## src/rtl/aspect_fit_palette_scaler_defines.svh

```systemverilog
// Assertion helpers for the scaler.
`ifndef ASPECT_FIT_PALETTE_SCALER_DEFINES_SVH
`define ASPECT_FIT_PALETTE_SCALER_DEFINES_SVH

// same-cycle implication
`define AFPS_ASSERT_IMP(name, clk, rst_n, ante, cons) \
	name: assert property (@(posedge clk) disable iff (!rst_n) (ante) |-> (cons)) \
		else $error("afps: implication check failed");

// next-cycle implication
`define AFPS_ASSERT_NXT(name, clk, rst_n, ante, cons) \
	name: assert property (@(posedge clk) disable iff (!rst_n) (ante) |=> (cons)) \
		else $error("afps: next-cycle check failed");

`endif

```

## src/rtl/afps_divpipe.sv

```systemverilog
// One quotient bit per stage; dividend high part must be below the divisor.
module afps_divpipe #(
	parameter int DVW = 9,
	parameter int QW  = 10
) (
	input  logic               clk,
	input  logic               en,
	input  logic [DVW+QW-1:0]  num,
	input  logic [DVW-1:0]     div,
	output logic [QW-1:0]      quo
);

	logic [DVW-1:0] rem_q  [QW];
	logic [QW-1:0]  low_q  [QW];
	logic [DVW-1:0] rem_in [QW];
	logic [QW-1:0]  low_in [QW];

	for (genvar k = 0; k < QW; k++) begin : g_st
		logic [DVW:0] t;
		logic         ge;

		if (k == 0) begin : g_first
			assign rem_in[k] = num[DVW+QW-1:QW];
			assign low_in[k] = num[QW-1:0];
		end else begin : g_next
			assign rem_in[k] = rem_q[k-1];
			assign low_in[k] = low_q[k-1];
		end

		assign t  = {rem_in[k], low_in[k][QW-1]};
		assign ge = (t >= {1'b0, div});

		always_ff @(posedge clk) begin
			if (en) begin
				rem_q[k] <= ge ? DVW'(t - {1'b0, div}) : t[DVW-1:0];
				low_q[k] <= {low_in[k][QW-2:0], ge};
			end
		end
	end

	assign quo = low_q[QW-1];

endmodule

```

## config.mk

```make
export PLATFORM = sky130hd
export DESIGN_NAME = afps_divpipe
export DESIGN_NICKNAME = d
export VERILOG_FILES = /design/src/rtl/aspect_fit_palette_scaler_defines.svh /design/src/rtl/afps_divpipe.sv
export SDC_FILE = /design/constraint.sdc
export NUM_CORES = 1
export LEC_CHECK = 0
export ABC_AREA = 1
export BUFFER_PORTS_ARGS = -buffer_cell sky130_fd_sc_hd__buf_2
export CAP_MARGIN = 40
export CORE_ASPECT_RATIO = 0.75
export CORE_UTILIZATION = 45
export CTS_CLUSTER_DIAMETER = 40
export DETAILED_ROUTE_END_ITERATION = 8
export GPL_ROUTABILITY_DRIVEN = 0
export GPL_TIMING_DRIVEN = 0
export PLACE_DENSITY_LB_ADDON = 0.12
export SYNTH_ARGS = -nofsm -noshare
export SYNTH_HDL_FRONTEND = slang
export SYNTH_SLANG_ARGS = --single-unit
```

## constraint.sdc

```tcl
create_clock -name clk -period 2.2 [get_ports clk]
set_clock_uncertainty 0.05 [all_clocks]
set_input_delay 0.33 -clock clk [delete_from_list [all_inputs] [get_ports clk]]
set_output_delay 0.33 -clock clk [all_outputs]
set_load 0.02 [all_outputs]
```

* Yosys cells after proc, flatten, opt, wreduce, memory -nomap -nowiden
Memories as Yosys holds them, arrays and structs flattened.
Index checks and enable logic that the tools add are counted.
** Storage, ports and cells
- Bits in registers :: 0
- Bits in latches :: 0
- Bits in writable memories :: 190
- Bits in read-only memories :: 0
- Input bits :: 30
- Logic and storage cells :: 34
- Memories :: 2
** Operators by class
- $add $sub $neg :: 10
- Multipliers :: 0
- Divide/modulo/power cells :: 0
- Order comparisons :: 10
- Equality and inequality tests :: 0
- Shift operators :: 0
- Muxes and demuxes :: 12
- Bitwise logic cells :: 0
- Reductions and logical operators :: 0
** Memories
- low_q :: words 10, bits a word 10, read ports 10, clocked after Yosys merged registers in 0, write ports 10, line afps_divpipe.sv:14 : logic [QW-1:0] low_q [QW];
- rem_q :: words 10, bits a word 9, read ports 9, clocked after Yosys merged registers in 0, write ports 10, line afps_divpipe.sv:13 : logic [DVW-1:0] rem_q [QW];
** Operators by type and width (number)
- 10-bit by 9-bit greater-or-equal comparator with 1-bit output :: 10
- 9-bit two-way mux :: 10
- 9-bit subtractor :: 10
- 1-bit two-way mux :: 2

* Depth between registers and ports, before layout
- Depth after elaboration :: 2
- Mapped depth :: 12
- Depth with buffers taken out :: 12

* Worst setup path after synthesis
OpenSTA, ideal clock, no wires.
- Path kind :: in2reg
- Start point :: input port div[1]
- End point :: memory rem_q[0][7], data pin
- Arrival time :: 1.863 ns
- Path slack :: 0.034 ns
- Cell stages on the path :: 10
- Path buffers :: 0
- Path through :: inv_1 ha_1 nand2_1 inv_1 nand3b_1 nor2_2 nor2_4 nand2_4 nand2_1 nand2_1
** RTL lines
- start, declared :: line afps_divpipe.sv:9 : input logic [DVW-1:0] div,
- end, declared :: line afps_divpipe.sv:13

==> key figures <==
Outcome
  – Status: completed

GRT
  – First-pass GRT wire length: slightly below 40000 um
  – Antenna violations before repair: 0
  – Global Route Usage Sum: 19.5%
  – Largest net degree at the start of global routing: a little under 100
  – Overflow after GRT: 0
  – Number of global-route vias before repair: approximately 7600

STA
  – Setup violators final: 0
  – Final Cycle Share: a little over nine tenths
  – Setup TNS: 0 ns
  – Fmax: approximately 0.47 GHz
  – Final Hold Vio Count: 0
  – Min Tclk post-route: between 2 and 2.5 ns
  – Hold WS: approximately 0.020 ns
  – Slew @ Worst Pin: between 0.6 and 0.7 ns
  – Slew Viols, Final: 0
  – Setup ws final: a little over 0.08 ns
  – Slew HR: between 50% and 60%

Clocking
  – CTS sink cnt: around 180
  – Root buf cell: clkbuf_16
  – TritonCTS clock tree: yes
  – Clock-pin slew on the worst setup and hold paths: about 0.06 ns
  – Clock Latency Late Sink: 0.44 ns
  – Longest Clk Path Bufs: 2
  – H-tree levels: 4
  – Num CTS Buffers: 17

Setup path
  – Req. time, crit path: ~2.3 ns
  – CP Class: input port to flop
  – FF-to-FF End: rem_q[8][8]
  – Reg2Reg Depth: 10
  – Worst path cell trace: buf_2 > clkinvlp_4 > ha_1 > inv_1 > nor3_2 > nand2_4 > buf_4 > nand3_1 > nand2_1
  – Worst path max stage delay: 0.54 ns
  – CP top delay family: buffers and inverters
  – Critical path's slowest cell: ha_1
  – Critical path startpoint: div[8]
  – WP buf/inv: 4
  – Levels on crit path: 9
  – CP arrival: ~2.3 ns
  – R2r startpoint: low_q[7][9]
  – Crit path to: rem_q[2][8]
  – Crit-path max FO: 10
  – R2R Setup Slk: 0.14 ns
  – CP Launch Type: input port
  – CP Capture Type: flop

Placed design
  – DP HPWL: ~17000 um
  – Buffers on Ports: 39
  – Post-Place Setup Slack: -0.452 ns

Floorplan
  – Die area: approximately 26000 um2
  – Die Width: roughly 190 um
  – FP Rows: 50
  – Ports: 40
  – Die height: between 100 and 150 um
  – Initial Util: 45.8%
  – Core box area: roughly 25000 um2

Synth
  – Seq/Total Area, Yosys: between 40% and 50%
  – Most frequent cell after synthesis: nand2_1
  – Mapped Area: roughly 11000 um2
  – Mapped Cells: ~1300
  – Yosys reg bits: roughly 180
  – Synth cell count leaders: nand2_1, edfxtp_1, inv_1
  – Top FF cell, synth: edfxtp_1
  – Synth top area cells: edfxtp_1, nand2_1, ha_1
  – Post-synth EDFFs: 181
  – Mapped Nets: around 1400
  – Syn Area/Cell: 8.90 um2
  – Yosys top cell area share: about 48%
  – Asr flop ratio synth: 0%
  – Synth cell types: 28
  – Synth Warn #: 0
  – Cell taking the most area after synthesis: edfxtp_1

Final layout
  – Share of cells above drive strength 1: ~16%
  – Layout Utilization: a little over half
  – Fill cells: around 2300
  – Diode count: 0
  – Area grow syn2layout: 14.8%
  – Total Nets Final: ~1500

Detailed routing
  – Vias/cell: just under 5
  – WL/cell: about 14 um
  – Total wire length: about 24000 um
  – Vias: about 8500
  – Drt first pass iters: 5
  – Antenna Nets Post-Route: 0
  – DRC Markers: 0
  – DR iter-0 viols: approximately 520

Pwr
  – Lkg Pwr: between 6 and 7 nW
  – Power Dens Cells: ~1200 nW/um2
  – VDD IR max: ~0.67 mV

Hold path
  – Hold WC Path Type: input port to flop

Job
  – Max Cap Viol: 0
flip-flops by register name (all words and copies together) (netlist names):
register	flops
low_q	100
rem_q	81
placed cells by master (no fill, tap or decap), drive strengths merged:
cell / netlist / layout
or2: 4 / 4
buf: 13 / 82
nand3b: 5 / 5
a21oi: 43 / 43
dlygate4sd3: 0 / 5
ha: 90 / 90
nand4: 18 / 18
o21ai: 1 / 1
clkinv: 5 / 7
nor2: 40 / 40
nor3: 11 / 11
a21boi: 1 / 1
clkinvlp: 0 / 13
nand3: 158 / 158
clkbuf: 0 / 21
nand2: 492 / 493
edfxtp: 181 / 181
o211ai: 1 / 1
inv: 181 / 174
fa: 9 / 9
xor2: 27 / 27
and2: 4 / 4
bufinv: 0 / 4
area by class of cell:
cell class                 count  area (um2)  area share (%)
clock inverter                12         179            1.36
tap                          338         423            3.23
clock buffer                  20         437            3.33
buffer                        13        90.1           0.687
multi-input combinational    905        5250            40.0
timing repair buffer          75         568            4.33
sequential                   181        5440            41.5
inverter                     186         728            5.55
power breakdown:
part	switching, W	internal (W)	total (W)
Combinational	0.00415	0.00252	0.00667
Clock	0.00131	0.00190	0.00321
Sequential	0.000440	0.00496	0.00540
metrics by stage:
step                total power [W]  cells  area [um2]
finish                       0.0153   1730       13100
global route                 0.0165   1730       13100
CTS                          0.0153   1699       12800
detailed placement           0.0120   1663       12100
global placement             0.0119   1661       12000
floorplan                    0.0105   1284       11400
logic make-up after synthesis:
family / count (synthesis) / synth area share (%)
compound gates: 46 / 2.32
xor+xnor: 27 / 2.07
fa+ha+maj: 99 / 11.4
buf+inv: 199 / 6.90
flops: 181 / 47.6
simple gates: 732 / 29.7
worst min path at each step:
stage / start / depth (start not counted) / slack (ns) / endpoint
after floorplan: low_q[0][0] / 0 / 0.35 / low_q[1][1]
after global placement: low_q[0][0] / 0 / 0.35 / low_q[1][1]
after detailed placement: low_q[0][6] / 0 / 0.35 / low_q[1][7]
after CTS: num[1] / 1 / 0.0002 / low_q[0][2]
after global routing: num[1] / 1 / 0.003 / low_q[0][2]
final: num[1] / 1 / 0.02 / low_q[0][2]
per-layer routing:
layer	global-route usage [%]	vias to the layer above	wire (um)
met5	0	-	0
met4	6.47	0	375
met3	3.59	20	1000
met2	27.1	161	9860
met1	30.0	3850	12800
li1	-	4424	-
timing repair:
item | 4_1_cts | 5_1_grt
hold buffers | 4 | 1
setup buffers | 0 | 29
endpoints found under the setup margin | 12 | 73
hold endpoints to repair | 4 | 1
gates resized for setup | 3 | 19
gates cloned | 0 | 1
pin swaps | 0 | 1
Note: power is estimated with default switching activity, not from simulation.
