**src/rtl/aspect_fit_palette_scaler_defines.svh**
```systemverilog
// Assertion helpers for the scaler.
`ifndef ASPECT_FIT_PALETTE_SCALER_DEFINES_SVH
`define ASPECT_FIT_PALETTE_SCALER_DEFINES_SVH

// same-cycle implication
`define AFPS_ASSERT_IMP(name, clk, rst_n, ante, cons) \
	name: assert property (@(posedge clk) disable iff (!rst_n) (ante) |-> (cons)) \
		else $error("afps: implication check failed");

// next-cycle implication
`define AFPS_ASSERT_NXT(name, clk, rst_n, ante, cons) \
	name: assert property (@(posedge clk) disable iff (!rst_n) (ante) |=> (cons)) \
		else $error("afps: next-cycle check failed");

`endif

```
**src/rtl/afps_pkg.sv**
```systemverilog
package afps_pkg;

	localparam int DEF_SCREEN_WIDTH  = 396;
	localparam int DEF_SCREEN_HEIGHT = 224;
	localparam int DEF_FRAME_DEPTH   = 65536;

	// source dimensions and cropped quotients
	localparam int DIM_W = 10;

	// register indexes
	localparam logic [1:0] REG_SRC_WIDTH   = 2'd0;
	localparam logic [1:0] REG_SRC_HEIGHT  = 2'd1;
	localparam logic [1:0] REG_FRAME_VALID = 2'd2;

	// transaction kinds
	localparam logic [1:0] KIND_PAL_WR = 2'd0;
	localparam logic [1:0] KIND_PIX_WR = 2'd1;
	localparam logic [1:0] KIND_PIX_RD = 2'd2;

	typedef enum logic [2:0] {
		GEO_IDLE,
		GEO_VDIV,
		GEO_VCHK,
		GEO_WDIV,
		GEO_WCHK,
		GEO_FIN
	} geo_state_t;

	typedef struct packed {
		logic        vld;
		logic [1:0]  kind;
		logic [15:0] waddr;
		logic [15:0] wdata;
		logic        in_pic;
	} side_t;

endpackage

```
**src/rtl/afps_geom.sv**
```systemverilog
// Fit geometry: shared bit-serial divider, rerun after every register write.
module afps_geom #(
	parameter int SCREEN_WIDTH  = afps_pkg::DEF_SCREEN_WIDTH,
	parameter int SCREEN_HEIGHT = afps_pkg::DEF_SCREEN_HEIGHT,
	parameter int SWB = $clog2(SCREEN_WIDTH + 1),
	parameter int SHB = $clog2(SCREEN_HEIGHT + 1)
) (
	input  logic                       clk,
	input  logic                       arst_n,
	input  logic                       start,
	input  logic [afps_pkg::DIM_W-1:0] src_w,
	input  logic [afps_pkg::DIM_W-1:0] src_h,
	output logic                       busy,
	output logic                       empty,
	output logic [SWB-1:0]             x0,
	output logic [SHB-1:0]             y0,
	output logic [SWB-1:0]             wd,
	output logic [SHB-1:0]             vh
);
	import afps_pkg::*;

	localparam int MXB = (SWB > SHB) ? SWB : SHB;
	localparam int DW  = DIM_W + MXB;
	localparam int CW  = $clog2(DW);

	geo_state_t       state_q, state_d;
	logic             dirty_q;
	logic [DW-1:0]    num_q;
	logic [DIM_W-1:0] rem_q;
	logic [DIM_W-1:0] dsr_q;
	logic [CW-1:0]    cnt_q;
	logic [DIM_W:0]   t;
	logic             ge;
	logic             cnt_end;

	assign t       = {rem_q, num_q[DW-1]};
	assign ge      = (t >= {1'b0, dsr_q});
	assign cnt_end = (cnt_q == CW'(DW - 1));
	assign busy    = dirty_q || (state_q != GEO_IDLE);

	always_ff @(posedge clk or negedge arst_n) begin
		if (!arst_n) begin
			state_q <= GEO_IDLE;
		end else begin
			state_q <= state_d;
		end
	end

	always_comb begin
		state_d = state_q;
		case (state_q)
			GEO_IDLE: begin
				if (dirty_q && src_w != '0 && src_h != '0) state_d = GEO_VDIV;
			end
			GEO_VDIV: if (cnt_end) state_d = GEO_VCHK;
			GEO_VCHK: begin
				if (num_q > DW'(SCREEN_HEIGHT)) state_d = GEO_WDIV;
				else state_d = GEO_FIN;
			end
			GEO_WDIV: if (cnt_end) state_d = GEO_WCHK;
			GEO_WCHK: state_d = GEO_FIN;
			GEO_FIN:  state_d = GEO_IDLE;
			default:  state_d = GEO_IDLE;
		endcase
	end

	// dirty starts set so reset values get a geometry too
	always_ff @(posedge clk or negedge arst_n) begin
		if (!arst_n) begin
			dirty_q <= 1'b1;
			empty   <= 1'b1;
		end else begin
			if (start) begin
				dirty_q <= 1'b1;
			end else if (state_q == GEO_IDLE) begin
				dirty_q <= 1'b0;
			end
			if (state_q == GEO_IDLE && dirty_q && (src_w == '0 || src_h == '0)) begin
				empty <= 1'b1;
			end else if (state_q == GEO_VCHK && num_q <= DW'(SCREEN_HEIGHT)) begin
				empty <= (num_q == '0);
			end else if (state_q == GEO_WCHK) begin
				empty <= (num_q == '0) || (num_q > DW'(SCREEN_WIDTH));
			end
		end
	end

	always_ff @(posedge clk) begin
		case (state_q)
			GEO_IDLE: begin
				num_q <= DW'(src_h) * DW'(SCREEN_WIDTH);
				dsr_q <= src_w;
				rem_q <= '0;
				cnt_q <= '0;
			end
			GEO_VDIV, GEO_WDIV: begin
				rem_q <= ge ? DIM_W'(t - {1'b0, dsr_q}) : t[DIM_W-1:0];
				num_q <= {num_q[DW-2:0], ge};
				cnt_q <= cnt_q + CW'(1);
			end
			GEO_VCHK: begin
				if (num_q > DW'(SCREEN_HEIGHT)) begin
					vh    <= SHB'(SCREEN_HEIGHT);
					num_q <= DW'(src_w) * DW'(SCREEN_HEIGHT);
					dsr_q <= src_h;
					rem_q <= '0;
					cnt_q <= '0;
				end else begin
					vh <= num_q[SHB-1:0];
					wd <= SWB'(SCREEN_WIDTH);
				end
			end
			GEO_WCHK: wd <= num_q[SWB-1:0];
			GEO_FIN: begin
				x0 <= (SWB'(SCREEN_WIDTH) - wd) >> 1;
				y0 <= (SHB'(SCREEN_HEIGHT) - vh) >> 1;
			end
			default: ;
		endcase
	end

endmodule
```
**config.mk**
```make
export PLATFORM = sky130hd
export DESIGN_NAME = afps_geom
export DESIGN_NICKNAME = d
export VERILOG_FILES = /design/src/rtl/aspect_fit_palette_scaler_defines.svh /design/src/rtl/afps_pkg.sv /design/src/rtl/afps_geom.sv
export SDC_FILE = /design/constraint.sdc
export NUM_CORES = 1
export LEC_CHECK = 0
export ABC_AREA = 1
export BUFFER_PORTS_ARGS = -buffer_cell sky130_fd_sc_hd__buf_2
export CAP_MARGIN = 30
export CORE_MARGIN = 2
export CORE_UTILIZATION = 35
export CTS_CLUSTER_SIZE = 12
export DETAILED_ROUTE_END_ITERATION = 10
export PLACE_DENSITY = 0.63
export SYNTH_ARGS = -nofsm -noshare
export SYNTH_HDL_FRONTEND = slang
export SYNTH_SLANG_ARGS = --single-unit
```
**constraint.sdc**
```tcl
create_clock -name clk -period 6 [get_ports clk]
set_input_delay 0 -clock clk [delete_from_list [all_inputs] [get_ports clk]]
set_output_delay 0 -clock clk [all_outputs]
set_load 0.05 [all_outputs]
```
Yosys cells after proc, flatten, opt, wreduce, memory -nomap -nowiden. Cells that the tools add are included.

Register bits after elaboration: 81. Input port bits: 23. Output and inout bits: 36. Logic and storage cells: 78.

$add $sub $neg: 4. $mul: 2. Magnitude comparators: 4. Equal/unequal tests: 11. Multiplexer cells: 21. Reductions and logical operators: 25.

Operators with widths (number): $pmux W19 S3 (1); $mux W10 (3); $pmux W10 S3 (1); $logic_not A10 Y1 (2); $pmux W10 S2 (1); $reduce_bool A10 Y1 (2); $gt A19 B8 Y1 const B (1); $gt A19 B9 Y1 const B (1); $le A19 B8 Y1 const B (1); $logic_not A19 Y1 (1); $mux W19 (1); $pmux W9 S2 (1); $mul A10 B7 Y17 const B (1); $pmux W3 S5 (1); $pmux W5 S3 (1); $mul A10 B3 Y13 const B (1); $mux W3 (4); $ge A11 B10 Y1 (1); $ne A2 B2 Y1 const B (5); $sub A10 B10 Y10 (1); $mux W9 (1); $reduce_bool A3 Y1 (3); $sub A9 B9 Y9 const A (1); $sub A8 B8 Y8 const A (1); other kinds (14) (30).

Depth between registers and ports, before layout.
Depth in word-level cells: 5. Gate-level depth with buffers: 19. Gate-level depth less buffers: 19.

Worst setup path after synthesis. OpenSTA, ideal clock, no wires.

Path type: flip-flop to flip-flop. Start point: register state_q[1]. End point: register cnt_q[0], enable pin. Setup time: 437 ps. Data arrival time: 2480 ps. Data required time: 5563 ps. Path slack: 3084 ps. Cell stages (with the launch flop): 5. Path buffers: 1. Clock period less this slack: 2916 ps. Path through: dfrtp_1 inv_2 nor3_4 buf_2 a21oi_1.

Longest elaborated chain between the ends: 4. Elaborated cells on any way between the ends: 8. Those cells by class: eq/ne (4); reduce/logical (4).

Ends and longest elaborated chain: start, declared (line afps_geom.sv:26) `geo_state_t state_q, state_d;`; start signal, assigned (line afps_geom.sv:45) `state_q <= state_d;`; $eq A3 B2 Y1 / $eq A3 B1 Y1 (equally long branches) (line afps_geom.sv:89) `case (state_q)`; $reduce_or A2 Y1 (line afps_geom.sv:89); $reduce_bool A3 Y1 (no line); $reduce_and A2 Y1 (no line) *; end signal, assigned (line afps_geom.sv:99) `cnt_q <= cnt_q + CW'(1);`; end, declared (line afps_geom.sv:31) `logic [CW-1:0] cnt_q;`.

Mark *: on every way between the ends. The rest lies on a longest branch, timed or not. A chain may end at the register's enable or synchronous reset.

Worst setup path after layout.
Start point: input port src_h[2] (netlist name). End point: register num_q[11] (data pin).

Longest elaborated chain between the ends: 2.

Ends and longest elaborated chain: start, declared (line afps_geom.sv:12) `input logic [afps_pkg::DIM_W-1:0] src_h,`; $mul A10 B7 Y17 (line afps_geom.sv:91) `num_q <= DW'(src_h) * DW'(SCREEN_WIDTH);`; $pmux W19 S3 (line afps_geom.sv:89); end signal, assigned (line afps_geom.sv:91); end signal, assigned (line afps_geom.sv:98) `num_q <= {num_q[DW-2:0], ge};`; end signal, assigned (line afps_geom.sv:104) `num_q <= DW'(src_w) * DW'(SCREEN_HEIGHT);`; end, declared (line afps_geom.sv:28) `logic [DW-1:0] num_q;`.

No other way between the ends.

==> run metrics <==
skew final=~0.0069 ns; largest net degree at the start of global routing=42; die area=20500 um2; vias in the first global route=about 5100; prevailing post-synth register cell=edfxtp_1; Setup WS pre-CTS=~2.8 ns; RSZ-0062 raised after global routing=no; crit-path max FO=5; crit path kind=primary input to flip-flop; Post-synth EDFFs=76; max_slew headroom=a little over a third; final worst path period share=49.5%; Peak VDD IR=0.199 mV; Core ar.=18800 um2; Routed WL=15400 um; r2r startpoint=state_q[2]$_DFFE_PN0P_; DRT antenna net count=0; Std-Cell Rows=50; #FFs+latches synth=just over 80; DR pass1 iterations=5; synth cell count leaders=nand2_1 (193), inv_1 (137), ha_1 (84); leakage=~0.0038 uW; minimum clock period=slightly below 3 ns; Die Height=between 100 and 150 um; fin worst setup slack=3.03 ns; number of vias per cell=about 4.7; Yosys cell types=between 40 and 50; final hold viol count=0; yosys warns=0; crit-path cells=buf_2 > inv_1 > ha_1 > fa_1 > ha_1 > inv_1 > fa_1 > inv_1 > ha_1 > nand2_1 > inv_1 > a21oi_1 > nand2_1 > o21ai_0 > nand3_1; worst flop-to-flop path endpoint=dsr_q[6]$_DFFE_PP_; WHS Path Cells=3; Mapped Cells=around 800; CTS tree=built; Clock Path Buffers=2; Post-DP Area=about 7300 um2; Port Buf Inserts=between 50 and 60; initial antenna violation count=0; global-route wire length before repair=between 20000 and 30000 um; Crit path largest cell delay=a little under 0.5 ns; Ports=just under 60; clock sink count=approximately 80; chip width=143 um; Max Cap Violations=0; PwrDens=roughly 450 nW/um2; CP most frequent cell=inv_1; First DRT Iteration DRCs=361; fin. max-slew vios=0; Synth top area share=between 30% and 40%; cell with the most instances after synthesis=nand2_1; setup violation total in the final timing report=0; vias post-DR=around 5400; hold_buf cts=3; Hold Crit Start=src_h[9]; flop2flop setup slack=~3.5 ns; # nets final=just over 1000; WHS Endpoint=dsr_q[9]$_DFFE_PP_; H-tree Lvls=3; post-CTS resize count=0; Clock Latency Late Sink=~0.34 ns; f_max=337 MHz; status=finished clean; Syn Std Cell Area=6770 um2; synth top area cells=edfxtp_1 (34%), ha_1 (16%), nand2_1 (11%); hold crit path type=primary input to flip-flop; layout cells sized above 1=between 10% and 20%; final instance area=around 7700 um2; DRC viols=0; setup TNS=0 ns; Critical Path AT=a little over 3 ns; P&R area growth vs syn=13.2%; diode count=0; total gr overflow=0; Setup crit start kind=primary input; Setup Buffers After CTS=0; CP Capture Type=flip-flop; Worst-Margin Slew=between 0.9 and 1 ns; root buf cell=clkbuf_16; Initial Util=between 30% and 40%; WP data required=between 6 and 7 ns; WL per Instance=between 10 and 15 um; reg2reg path depth=4; slowest library cell on the worst path=fa_1; top cell type by total area after synthesis=edfxtp_1; clock-pin slew on the worst setup and hold paths=~0.06 ns; GPL Wtd Cong=between 0.9 and 1; share of flip-flops with an asynchronous set or reset=under 10%; CTS Buf Count=9; sequential fraction of the synthesis area=a little over a third; half-perimeter wire length after placement=roughly 12000 um; Avg Cell Area, Syn=between 8 and 9 um2; Total GRT Usage=15.4%
-- worst max path at each step --
| stage | start | endpoint |
|---|---|---|
| final | src_h[2] | num_q[11]$_DFFE_PP_ |
| after CTS | src_h[2] | num_q[11]$_DFFE_PP_ |
| after global routing | src_h[3] | num_q[11]$_DFFE_PP_ |
| after detailed placement | src_h[2] | num_q[11]$_DFFE_PP_ |
| after floorplan | state_q[1]$_DFFE_PN0P_ | cnt_q[0]$_SDFFCE_PP0P_ |
| after global placement | src_h[2] | num_q[11]$_DFFE_PP_ |
-- logic make-up after synthesis --
family | Yosys count | synth area share (%)
simple gates | 377 | 24.3
buf+inv | 153 | 9.16
fa+ha+maj | 103 | 21.1
flops | 81 | 35.6
compound gates | 76 | 6.59
xor+xnor | 25 | 3.23
other cells | 1 | 0.0554
-- layout by cell type (no fill, tap or decap), drive strengths merged, types with 2 or more instances in the layout --
master / instances
a22oi: 4
nor2: 88
fa: 19
nor3: 11
o21bai: 4
edfxtp: 76
ha: 84
dfrtp: 3
conb: 2
buf: 59
a21oi: 24
nand4: 6
dlygate4sd3: 3
and2: 4
o21ai: 35
inv: 145
nand3b: 6
o211ai: 2
o22ai: 2
xor2: 17
clkinv: 2
nand2: 200
or2: 3
nand3: 58
clkbuf: 9
xnor2: 8
dfstp: 2
-- layout make-up --
type,count,area (um2)
Sequential cell,81,2410
Clock inverter,6,67.6
Clock buffer,9,225
Multi-Input combinational cell,583,3760
Inverter,143,537
Tap cell,260,325
Fill cell,1900,11200
Timing Repair Buffer,62,337
-- worst max-delay path, delay by kind of cell --
family | cells | cell delay [ns]
adder cells (fa/ha/maj) | 5 | 1.98
AO/OA/AOI/OAI | 2 | 0.44
buffers and inverters | 5 | 0.33
AND/OR/NAND/NOR | 3 | 0.29
-- layer usage --
layer  part of all wire, %  vias to the layer above  global-route usage, %
li1                      -                     2765                      -
met1                    46                     2528                   20.3
met2                    50                       95                   26.7
met3                   3.0                       21                   1.54
met4                   1.5                        0                   4.59
met5                     0                        -                      0
-- state kept, by name (all words and copies together) (netlist names) --
| register | count |
|---|---|
| wd | 9 |
| empty | 1 |
| state_q | 3 |
| x0 | 8 |
| vh | 8 |
| rem_q | 10 |
| cnt_q | 5 |
| dsr_q | 10 |
| dirty_q | 1 |
| num_q | 19 |
| y0 | 7 |
-- stage by stage --
step	utilization, %	std cells	total power [uW]	hold slack [ns]
final	40.7	1144	3440	0.0838
after global routing	40.7	1144	3730	0.101
after CTS	40.7	1144	3450	0.0763
after detailed placement	39.0	1126	2890	-0.180
after global placement	38.9	1125	2850	-0.181
after floorplan	-	817	2480	-0.296
-- report_power, final --
part	total [uW]	internal (uW)	switching (uW)
registers	1080	930	146
logic	1810	602	1200
clock network	554	322	231
Power figures use the tool's default switching activity.
